`src/rtl/core/tkl_pkg.sv`:
```
`default_nettype none

package tkl_pkg;

    localparam int LEN_W = 10;
    localparam int TAG_W = 16;
    localparam int CAP_W = 5;
    localparam int CMD_W = 2;
    localparam int LIMIT_W = 17;

    typedef enum logic [CMD_W-1:0] {
        CMD_INSERT = 2'd0,
        CMD_DUMP   = 2'd1,
        CMD_CLEAR  = 2'd2
    } command_t;

    typedef enum logic [2:0] {
        ST_IDLE,
        ST_FULL_CHK,
        ST_INS_RD,
        ST_INS_CHK,
        ST_DUMP_RD,
        ST_DUMP_LD
    } state_t;

    typedef struct packed {
        logic [TAG_W-1:0] tag;
        logic [LEN_W-1:0] len;
    } entry_t;

    typedef struct packed {
        logic             valid;
        logic [LEN_W-1:0] len;
        logic [TAG_W-1:0] tag;
        logic             last;
    } result_t;

endpackage

`default_nettype wire

```
`src/rtl/core/top_k_by_length_tracker_unit.sv`:
```
`default_nettype none

// channel  | direction | handshake          | payload
// s_       | in        | s_tvalid/s_tready  | tdata: command, item_length, item_tag
// m_       | out       | m_tvalid/m_tready  | tdata: entry_length, entry_tag; tuser; tlast
// cfg_     | in        | cfg_valid/cfg_ready| cfg_data: capacity
//
// insert: entries no longer than the new one shift down one slot each, from the end
//   up, and the new entry lands below any longer one; a full store first checks its last
//   entry and drops the item unless it is longer; the entry memory has a single read port
// dump: a memory read, then an output register load, per entry
// clear, unused commands and an ignored insert are handled in idle
// reset clears the entry count and the output valid flag; memory contents are not cleared
// a full output register stalls a dump until m_tready frees it

module top_k_by_length_tracker_unit
    import tkl_pkg::*;
#(
    parameter int MAX_ENTRIES = 16,
    parameter int MAX_LINE    = 1024
) (
    input  wire logic             aclk,
    input  wire logic             aresetn,
    input  wire logic             s_tvalid,
    output logic                  s_tready,
    input  wire logic [31:0]      s_tdata,   // command, item_length, item_tag
    output logic                  m_tvalid,
    input  wire logic             m_tready,
    output logic [31:0]           m_tdata,   // entry_length, entry_tag
    output logic                  m_tuser,   // entry_valid
    output logic                  m_tlast,
    input  wire logic             cfg_valid,
    output logic                  cfg_ready,
    input  wire logic [CAP_W-1:0] cfg_data
);

    localparam int AW   = (MAX_ENTRIES > 1) ? $clog2(MAX_ENTRIES) : 1;
    localparam int CW   = $clog2(MAX_ENTRIES + 1);
    localparam int CMPW = (CW > CAP_W) ? CW : CAP_W;
    localparam logic [LIMIT_W-1:0] LEN_LIMIT = LIMIT_W'(MAX_LINE - 1);
    localparam logic [CMPW-1:0]    MAX_EXT   = CMPW'(MAX_ENTRIES);

    entry_t mem [MAX_ENTRIES];

    state_t           state_reg, state_next;
    logic [CW-1:0]    count_reg, count_next;
    logic [AW-1:0]    idx_reg, idx_next;
    logic [LEN_W-1:0] len_reg, len_next;
    logic [TAG_W-1:0] tag_reg, tag_next;
    logic [CAP_W-1:0] capacity_reg;

    logic             rd_en;
    logic [AW-1:0]    rd_addr;
    entry_t           rd_data;
    logic             wr_en;
    logic [AW-1:0]    wr_addr;
    entry_t           wr_data;

    logic             out_load;
    logic             out_free;
    result_t          out_result;

    command_t         in_cmd;
    logic [LEN_W-1:0] in_len;
    logic [TAG_W-1:0] in_tag;
    logic [LEN_W-1:0] in_len_sat;
    logic [CMPW-1:0]  cap_ext;
    logic [CMPW-1:0]  cap_eff;
    logic             has_room;
    logic [CW-1:0]    count_dec;
    logic             dump_last;

    assign cfg_ready = 1'b1;

    always_ff @(posedge aclk) begin
        if (!aresetn) begin
            capacity_reg <= CAP_W'(16);
        end else if (cfg_valid) begin
            capacity_reg <= cfg_data;
        end
    end

    assign in_cmd     = command_t'(s_tdata[1:0]);
    assign in_len     = s_tdata[11:2];
    assign in_tag     = s_tdata[27:12];
    assign in_len_sat = ({(LIMIT_W - LEN_W)'(0), in_len} > LEN_LIMIT)
                        ? LEN_W'(LEN_LIMIT) : in_len;

    assign cap_ext   = CMPW'(capacity_reg);
    assign cap_eff   = (cap_ext > MAX_EXT) ? MAX_EXT : cap_ext;
    assign has_room  = CMPW'(count_reg) < cap_eff;
    assign count_dec = count_reg - CW'(1);
    assign dump_last = (CW'(idx_reg) + CW'(1)) == count_reg;

    assign s_tready = (state_reg == ST_IDLE);

    always_comb begin
        state_next = state_reg;
        count_next = count_reg;
        idx_next   = idx_reg;
        len_next   = len_reg;
        tag_next   = tag_reg;
        rd_en      = 1'b0;
        rd_addr    = idx_reg;
        wr_en      = 1'b0;
        wr_addr    = idx_reg;
        wr_data    = '{tag: tag_reg, len: len_reg};
        out_load   = 1'b0;
        out_result = '{valid: 1'b1, len: rd_data.len, tag: rd_data.tag, last: dump_last};
        case (state_reg)
            ST_IDLE: begin
                if (s_tvalid) begin
                    len_next = in_len_sat;
                    tag_next = in_tag;
                    case (in_cmd)
                        CMD_INSERT: begin
                            if (has_room) begin
                                idx_next   = AW'(count_reg);
                                count_next = count_reg + CW'(1);
                                state_next = ST_INS_RD;
                            end else if (count_reg != '0) begin
                                rd_en      = 1'b1;
                                rd_addr    = AW'(count_dec);
                                state_next = ST_FULL_CHK;
                            end
                        end
                        CMD_DUMP: begin
                            idx_next   = '0;
                            state_next = ST_DUMP_RD;
                        end
                        CMD_CLEAR: begin
                            count_next = '0;
                        end
                        default: begin
                        end
                    endcase
                end
            end
            ST_FULL_CHK: begin
                if (len_reg > rd_data.len) begin
                    idx_next   = AW'(count_dec);
                    state_next = ST_INS_RD;
                end else begin
                    state_next = ST_IDLE;
                end
            end
            ST_INS_RD: begin
                if (idx_reg == '0) begin
                    wr_en      = 1'b1;
                    state_next = ST_IDLE;
                end else begin
                    rd_en      = 1'b1;
                    rd_addr    = idx_reg - AW'(1);
                    state_next = ST_INS_CHK;
                end
            end
            ST_INS_CHK: begin
                wr_en = 1'b1;
                if (rd_data.len <= len_reg) begin
                    wr_data    = rd_data;
                    idx_next   = idx_reg - AW'(1);
                    state_next = ST_INS_RD;
                end else begin
                    state_next = ST_IDLE;
                end
            end
            ST_DUMP_RD: begin
                if (out_free) begin
                    if (count_reg == '0) begin
                        out_load   = 1'b1;
                        out_result = '{valid: 1'b0, len: '0, tag: '0, last: 1'b1};
                        state_next = ST_IDLE;
                    end else begin
                        rd_en      = 1'b1;
                        state_next = ST_DUMP_LD;
                    end
                end
            end
            ST_DUMP_LD: begin
                out_load = 1'b1;
                if (dump_last) begin
                    state_next = ST_IDLE;
                end else begin
                    idx_next   = idx_reg + AW'(1);
                    state_next = ST_DUMP_RD;
                end
            end
            default: begin
                state_next = ST_IDLE;
            end
        endcase
    end

    always_ff @(posedge aclk) begin
        if (!aresetn) begin
            state_reg <= ST_IDLE;
            count_reg <= '0;
        end else begin
            state_reg <= state_next;
            count_reg <= count_next;
        end
    end

    always_ff @(posedge aclk) begin
        idx_reg <= idx_next;
        len_reg <= len_next;
        tag_reg <= tag_next;
    end

    always_ff @(posedge aclk) begin
        if (wr_en) begin
            mem[wr_addr] <= wr_data;
        end
    end

    always_ff @(posedge aclk) begin
        if (rd_en) begin
            rd_data <= mem[rd_addr];
        end
    end

    tkl_out_stage u_out (
        .aclk     (aclk),
        .aresetn  (aresetn),
        .load     (out_load),
        .result   (out_result),
        .free     (out_free),
        .m_tvalid (m_tvalid),
        .m_tready (m_tready),
        .m_tdata  (m_tdata),
        .m_tuser  (m_tuser),
        .m_tlast  (m_tlast)
    );

    a_count_bound: assert property (@(posedge aclk) disable iff (!aresetn)
        CMPW'(count_reg) <= MAX_EXT)
        else $error("entry count beyond store depth");

    a_write_in_insert: assert property (@(posedge aclk) disable iff (!aresetn)
        wr_en |-> (state_reg == ST_INS_RD || state_reg == ST_INS_CHK))
        else $error("memory write outside insert");

    a_load_when_free: assert property (@(posedge aclk) disable iff (!aresetn)
        out_load |-> out_free)
        else $error("output register overwritten");

    a_dump_blocks: assert property (@(posedge aclk) disable iff (!aresetn)
        (s_tvalid && s_tready && in_cmd == CMD_DUMP) |=> !s_tready)
        else $error("input taken during dump");

    a_no_read_write_clash: assert property (@(posedge aclk) disable iff (!aresetn)
        (rd_en && wr_en) |-> (rd_addr != wr_addr))
        else $error("read and write of the same entry in one cycle");

endmodule

`default_nettype wire

```
`src/rtl/core/tkl_out_stage.sv`:
```
`default_nettype none

module tkl_out_stage
    import tkl_pkg::*;
(
    input  wire logic        aclk,
    input  wire logic        aresetn,
    input  wire logic        load,
    input  wire result_t     result,
    output logic             free,
    output logic             m_tvalid,
    input  wire logic        m_tready,
    output logic [31:0]      m_tdata,   // entry_length, entry_tag
    output logic             m_tuser,   // entry_valid
    output logic             m_tlast
);

    logic    valid_reg;
    logic    valid_next;
    result_t data_reg;

    assign free = !valid_reg || m_tready;

    always_comb begin
        valid_next = valid_reg;
        if (m_tready) begin
            valid_next = 1'b0;
        end
        if (load) begin
            valid_next = 1'b1;
        end
    end

    always_ff @(posedge aclk) begin
        if (!aresetn) begin
            valid_reg <= 1'b0;
        end else begin
            valid_reg <= valid_next;
        end
    end

    always_ff @(posedge aclk) begin
        if (load) begin
            data_reg <= result;
        end
    end

    assign m_tvalid = valid_reg;
    assign m_tdata  = {6'd0, data_reg.tag, data_reg.len};
    assign m_tuser  = data_reg.valid;
    assign m_tlast  = data_reg.last;

endmodule

`default_nettype wire

```
`config.mk`:
```
export PLATFORM = sky130hd
export DESIGN_NAME = top_k_by_length_tracker_unit
export DESIGN_NICKNAME = d
export VERILOG_FILES = /design/src/rtl/core/tkl_pkg.sv /design/src/rtl/core/top_k_by_length_tracker_unit.sv /design/src/rtl/core/tkl_out_stage.sv
export SDC_FILE = /design/constraint.sdc
export NUM_CORES = 1
export LEC_CHECK = 0
export BUFFER_PORTS_ARGS = -buffer_cell sky130_fd_sc_hd__buf_4
export CAP_MARGIN = 20
export CORE_UTILIZATION = 35
export CTS_CLUSTER_SIZE = 12
export DETAILED_ROUTE_END_ITERATION = 8
export MAX_ROUTING_LAYER = met4
export PLACE_DENSITY = 0.57
export SYNTH_ARGS = -nofsm -noshare
export SYNTH_HDL_FRONTEND = slang
export SYNTH_SLANG_ARGS = --single-unit
```
`constraint.sdc`:
```
create_clock -name aclk -period 8.7 [get_ports aclk]
set_input_delay 0.435 -clock aclk [delete_from_list [all_inputs] [get_ports aclk]]
set_output_delay 0.435 -clock aclk [all_outputs]
set_load 0.01 [all_outputs]
```
==> out/qor.yml, run 1 <==
synth_top_family_by_area: "multiplexers"
yosysWarnings: 0
die_w_um: 245
routedWlPerCell_um: 22.5
n_antenna_cell: 0
seq_area_frac_synth_pct: 73.8
rr_endpoint: "rd_data[22]"
worstHoldStart: "cfg_data[4]"
p_total_mw: 5.58
ys_ff_latch: 514
drt-pass1-iter-count: 5
std_cell_rows: 88
clockPowerShare_pct: 37.2
fillers: 5277
timing.rr.start: "idx_reg[0]"
finalInstanceArea_um2: 23800
final_cell_mix: "edfxtp_1, mux2i_1, o22ai_1"
holdWs_ns: 0.0450
relSlewSlack_pct: 30.2
maxSlewViolCount: 0
final-seq-area_um2: 15300
cts_sinks: 514
num_vias: 10900
power_frac_comb_pct: 11.8
clkLatencyLatePin_ns: 0.62
antenna_found_initial: 1
clock.fmax_ghz: 0.208
synthAdderAreaFrac_pct: 1.33
fin_crit_ns: 4.80
nets: 1385
power.share.switching_pct: 24.5
postCtsHoldBufs: 26
peakVddDrop_mv: 0.146
finClkSkew_ns: 0.0205
power_frac_seq_pct: 51.0
required_ns: 9.03
cts.clk_slew.worst_paths_ns: 0.07
outcome: "finished, final reports clean"
cts_root_buffer: "clkbuf_16"
maxCapViolCount: 0
multi_input_area_um2: 5070
synth-xor-area-share_pct: 0.423
synth_area_per_cell_um2: 16.9
synthMuxAreaShare_pct: 11.8
place.gp.congestion: 0.877
avgViaCountPerCell: 5.14
worstPathMaxFanout: 46
ys_async_sr_fraction_pct: 0
ys_types: 66
core_um2: 58100
min_path_type: "primary input to flop"
p_per_area_nw_per_um2: 234
start_util_pct: 35.7
drive_gt1_share_pct: 14.8
critPathCaptureType: "flop"
cts_setup_buffers: 0
r2r_setup_slack_ns: 3.90
drtIter0Drc: 965
ant_nets: 0
h-tree-depth: 2
hold_violations: 0
reg2reg_depth: 10
finalSetupTns_ns: 0
worst_pin_slew_ns: 1.03
cts_tree: "yes"
drc: 0
synth_area_um2: 20700
dp.cells: 2004
synth_ff_type: "edfxtp_1"
clk_path_buf_depth: 3
grt_max_degree: 107
port_buffers: 67
final_cells: 2120
synth_compound_area_share_pct: 5.54
min_path_cells: 3
top_register: "mem"
synth_edf_count: 500
yosys.area_share.simple_pct: 4.90
pin_count: 79
crit_type: "flop to flop"
final_common_cell: "edfxtp_1"
internal-power_mw: 4.22
power.switching_mw: 1.37
dieHeight_um: 245
setup_viol: 0
die_area_um2: 60200
fin_crit_sh_pct: 55.2
hold_end: "cap_ext[4]"
dpl.hpwl_um: 24600
grt_pass1_vias: 10800
wl_um: 47800
syn_inst: 1226
area_growth_pct: 15.0
grt_pass1_wl_um: 70400
p_leak_nw: 8.46
place_area_um2: 22000
largest_register_ffs: 416
grt_overflow: 0
grt_setup_unrepaired: "no"
cp_data_arrival_time_ns: 5.13
cts_buffers: 53
grtUsageTotal_pct: 16.4
ctsResizeCount: 0
startpoint_type: "flop"
[kinds of logic (layout without fill, tap and decap cells)]
| kind of cell | after synthesis | after routing |
|---|---|---|
| other | 2 | 7 |
| multiplexers | 241 | 241 |
| buffers and inverters | 88 | 212 |
| AO/OA/AOI/OAI | 171 | 171 |
| XOR/XNOR | 10 | 10 |
| AND/OR/NAND/NOR | 178 | 178 |
| adder cells (fa/ha/maj) | 22 | 22 |
| flip-flops | 514 | 514 |
[power groups by stage]
stage	logic [mW]	registers, mW	clock network, mW
final	0.658	2.85	2.08
after global routing	0.715	2.85	2.23
after CTS	0.665	2.85	2.13
after detailed placement	0.652	2.90	0
after global placement	0.643	2.90	0
after floorplan	0.474	2.88	0
[metal layers]
| metal | part of all wire, % | track usage, % |
|---|---|---|
| met5 | 0 | - |
| met4 | 1.9 | 3.84 |
| met3 | 4.9 | 2.92 |
| met2 | 48 | 26.2 |
| met1 | 46 | 21.8 |
[area by class of cell]
cell class              count  share of cell area (%)
clock buffers              69                    5.82
multi-input cells         629                    21.3
well taps                 765                    4.02
clock inverters            20                   0.709
inverters                  19                   0.299
flip-flops and latches    514                    64.2
repair buffers            104                    3.74
[synth_stat cells, drive strengths merged, types with 4 or more instances]
master / number / area share [%]
a211oi: 4 / 0.14
a21oi: 8 / 0.19
and2: 42 / 1.3
and3: 6 / 0.18
buf: 50 / 1.5
clkbuf: 19 / 0.35
dfxtp: 14 / 1.4
edfxtp: 500 / 72
ha: 22 / 1.3
inv: 18 / 0.33
mux2: 26 / 1.4
mux2i: 215 / 10
nand2: 38 / 0.78
nand3: 9 / 0.22
nand4: 5 / 0.15
nor2: 22 / 0.40
nor2b: 10 / 0.30
nor3: 6 / 0.14
o21a: 6 / 0.22
o21ai: 9 / 0.22
o22ai: 106 / 3.2
o311ai: 4 / 0.17
or4: 26 / 0.94
xnor2: 5 / 0.21
xor2: 5 / 0.21
[per-stage QoR]
stage	utilization [%]	setup WS, ns
global route	41.0	3.72
finish	41.0	3.90
CTS	41.0	3.95
global placement	37.8	3.97
floorplan	-	5.31
detailed placement	37.8	3.98
[worst max-delay path by stage]
stage / from / endpoint / cells past startpoint
final: idx_reg[0] / rd_data[22] / 10
after CTS: idx_reg[0] / rd_data[22] / 10
after detailed placement: idx_reg[0] / rd_data[22] / 10
after global placement: idx_reg[0] / rd_data[22] / 10
after floorplan: idx_reg[0] / rd_data[0] / 8
after global routing: idx_reg[0] / rd_data[24] / 10
[critical path, cell delays in order (launching register included)]
cell and delay [ns]:
edfxtp_1 0.61, inv_1 0.31, ha_1 0.30, or3b_2 0.57
o21ai_0 0.18, nand2_1 0.11, nand3_4 0.64, buf_4 0.77
mux2i_1 0.26, o22ai_1 0.11, or4_1 0.60
Note: power is estimated with default switching activity, not from simulation.
==> run 2: changes to the inputs <==
--- a/config.mk
+++ b/config.mk
@@ -11,7 +11,7 @@
 export CTS_CLUSTER_SIZE = 12
 export DETAILED_ROUTE_END_ITERATION = 8
 export MAX_ROUTING_LAYER = met4
-export PLACE_DENSITY = 0.57
+export PLACE_DENSITY = 0.59
 export SYNTH_ARGS = -nofsm -noshare
 export SYNTH_HDL_FRONTEND = slang
 export SYNTH_SLANG_ARGS = --single-unit
==> constraint.sdc (replaced) <==
create_clock -name aclk -period 4.39 [get_ports aclk]
set_input_delay 0.2195 -clock aclk [delete_from_list [all_inputs] [get_ports aclk]]
set_output_delay 0.2195 -clock aclk [all_outputs]
set_load 0.01 [all_outputs]
==> run 2 against run 1 <==
Against the previous run:
- hold slack gained 0.080 ns
- maximum frequency grew 21%
- combinational power grew 120%
- first-iteration DRC count grew 2.4%
- wire length grew 5.3%
- flip-flop and latch count is the same
- final area grew 1.8%
- sequential power grew 97%
- critical path type unchanged
- critical endpoint is now rd_data[17]
- largest cell class unchanged
- largest power group unchanged
==> out/qor.yml, run 2 (synthesis gave the netlist of run 1 again) <==
outcome: "finished, final reports clean"  # unchanged
fin_ws_ns: 0.415  # was 3.90 ns
finalSetupTns_ns: 0  # unchanged
p_total_mw: 11.1  # was 5.58 mW
final_common_cell: "edfxtp_1"  # unchanged
cts_setup_buffers: 0  # unchanged
dp_slack_ns: 0.475  # was 3.98 ns
num_vias: 11400  # was 10900
drtIter0Drc: 988  # was 965
port_buffers: 67  # unchanged
antenna_found_initial: 0  # was 1
cts_root_buffer: "clkbuf_16"  # unchanged
final_cell_mix: "edfxtp_1, mux2i_1, o22ai_1"  # unchanged
dieHeight_um: 245  # unchanged
r2r_setup_slack_ns: 0.42  # was 3.90 ns
clkLatencyLatePin_ns: 0.60  # was 0.62 ns
ant_nets: 0  # unchanged
crit_buf_inv: 2  # unchanged
drt-pass1-iter-count: 5  # unchanged
relSlewSlack_pct: 26.6  # was 30.2%
final-seq-area_um2: 15300  # unchanged
grt_pass1_wl_um: 73700  # was 70400 um
postCtsHoldBufs: 44  # was 26
fin_crit_ns: 3.97  # was 4.80 ns
place.gp.congestion: 0.847  # was 0.877
finClkSkew_ns: 0.00976  # was 0.0205 ns
crit_type: "flop to flop"  # unchanged
p_leak_nw: 8.67  # was 8.46 nW
drive_gt1_share_pct: 15.9  # was 14.8%
grtUsageTotal_pct: 17.3  # was 16.4%
grt_overflow: 0  # unchanged
pin_count: 79  # unchanged
drc: 0  # unchanged
start_util_pct: 35.7  # unchanged
dpl.hpwl_um: 27200  # was 24600 um
p_per_area_nw_per_um2: 459  # was 234 nW/um2
die_area_um2: 60200  # unchanged
h-tree-depth: 2  # unchanged
cts_tree: "yes"  # unchanged
nets: 1427  # was 1385
cts.clk_slew.worst_paths_ns: 0.06  # was 0.07 ns
min_path_cells: 5  # was 3
largest_register_ffs: 416  # unchanged
grt_setup_unrepaired: "no"  # unchanged
hold_end: "count_reg[3]"  # was cap_ext[4]
worst_pin_slew_ns: 1.10  # was 1.03 ns
rr_endpoint: "rd_data[17]"  # was rd_data[22]
critPathCaptureType: "flop"  # unchanged
maxSlewViolCount: 0  # unchanged
die_w_um: 245  # unchanged
routedWlPerCell_um: 23.3  # was 22.5 um
ctsResizeCount: 0  # unchanged
required_ns: 4.71  # was 9.03 ns
clk_path_buf_depth: 3  # unchanged
min_path_type: "primary input to flop"  # unchanged
top_register: "mem"  # unchanged
fin_crit_sh_pct: 90.5  # was 55.2%
wl_um: 50300  # was 47800 um
hold_violations: 0  # unchanged
grt_max_degree: 119  # was 107
worstHoldStart: "s_tdata[0]"  # was cfg_data[4]
timing.rr.start: "idx_reg[0]"  # unchanged
multi_input_area_um2: 5070  # unchanged
avgViaCountPerCell: 5.28  # was 5.14
worstPathMaxFanout: 118  # was 46
startpoint_type: "flop"  # unchanged
cpPeakStageDelay_ns: 0.59  # was 0.77 ns
cts_buffers: 53  # unchanged
setup_viol: 0  # unchanged
critical-path-top-delay-family: "simple AND/OR/NAND/NOR gates"  # unchanged
area_growth_pct: 17.1  # was 15.0%
clock.fmax_ghz: 0.252  # was 0.208 GHz
cp_data_arrival_time_ns: 4.30  # was 5.13 ns
maxCapViolCount: 0  # unchanged
fillers: 5163  # was 5277
std_cell_rows: 88  # unchanged
peakVddDrop_mv: 0.300  # was 0.146 mV
core_um2: 58100  # unchanged
path_cells: "inv_1 -> ha_1 -> or3b_2 -> o21ai_0 -> nand2_1 -> nand3_4 -> buf_12 -> mux2i_1 -> o22ai_1 -> or4_1"  # was inv_1 -> ha_1 -> or3b_2 -> o21ai_0 -> nand2_1 -> nand3_4 -> buf_4 -> mux2i_1 -> o22ai_1 -> or4_1
reg2reg_depth: 10  # unchanged
cts_sinks: 514  # unchanged
grt_pass1_vias: 11400  # was 10800
slowest_stage: "or3b_2"  # was buf_4
run 2: cell count changes in the layout (fill, tap and decap cells not counted), moves of 3 or more:
cell,previous run,this run
clkinv_1,10,14
buf_4,75,91
dlygate4sd3_1,26,44
buf_12,2,11
clkinv_2,6,3
clkbuf_1,16,13
run 2: area by class of cell:
class,instances,area share (%)
diodes,1,0.0103
clock buffers,68,5.82
clock inverters,20,0.515
inverters,19,0.294
multi-input cells,629,20.9
flip-flops and latches,514,63.0
well taps,765,3.94
repair buffers,146,5.54
run 2: metrics by stage:
step | std cells | hold slack, ns | util [%] | cell area, um2
2_1_floorplan | 1231 | 0.318 | - | 20700
3_3_place_gp | 2029 | 0.400 | 38.4 | 22300
3_5_place_dp | 2029 | 0.399 | 38.4 | 22300
4_1_cts | 2161 | 0.0846 | 41.8 | 24300
5_1_grt | 2161 | 0.128 | 41.8 | 24300
6_report | 2162 | 0.125 | 41.8 | 24300
run 2: worst reg2reg max path, cell delays in order (launching register included):
cell	delay [ns]
edfxtp_1	0.38
inv_1	0.22
ha_1	0.31
or3b_2	0.59
o21ai_0	0.20
nand2_1	0.11
nand3_4	0.18
buf_12	0.56
mux2i_1	0.50
o22ai_1	0.10
or4_1	0.55
run 2: how the worst max path moves through the flow:
stage,start,endpoint,slack [ns],depth (start not counted)
floorplan,idx_reg[0],rd_data[0],1.0,8
global placement,idx_reg[0],rd_data[18],0.51,10
detailed placement,idx_reg[0],rd_data[18],0.47,10
CTS,idx_reg[0],rd_data[17],0.47,10
global route,idx_reg[0],rd_data[17],0.15,10
finish,idx_reg[0],rd_data[17],0.42,10
run 2: power by group:
group	leakage, nW	internal, mW	total (mW)	switching [mW]
Sequential	4.63	5.57	5.62	0.0516
Combinational	3.30	0.588	1.43	0.844
Clock	0.741	2.30	4.09	1.78
run 2: routing by layer:
| metal | up-vias | track usage, % | wire [um] |
|---|---|---|---|
| met3 | 87 | 3.07 | 2580 |
| li1 | 5137 | - | - |
| met5 | - | - | 0 |
| met1 | 5846 | 22.8 | 22400 |
| met4 | 0 | 4.77 | 1080 |
| met2 | 343 | 27.5 | 24200 |
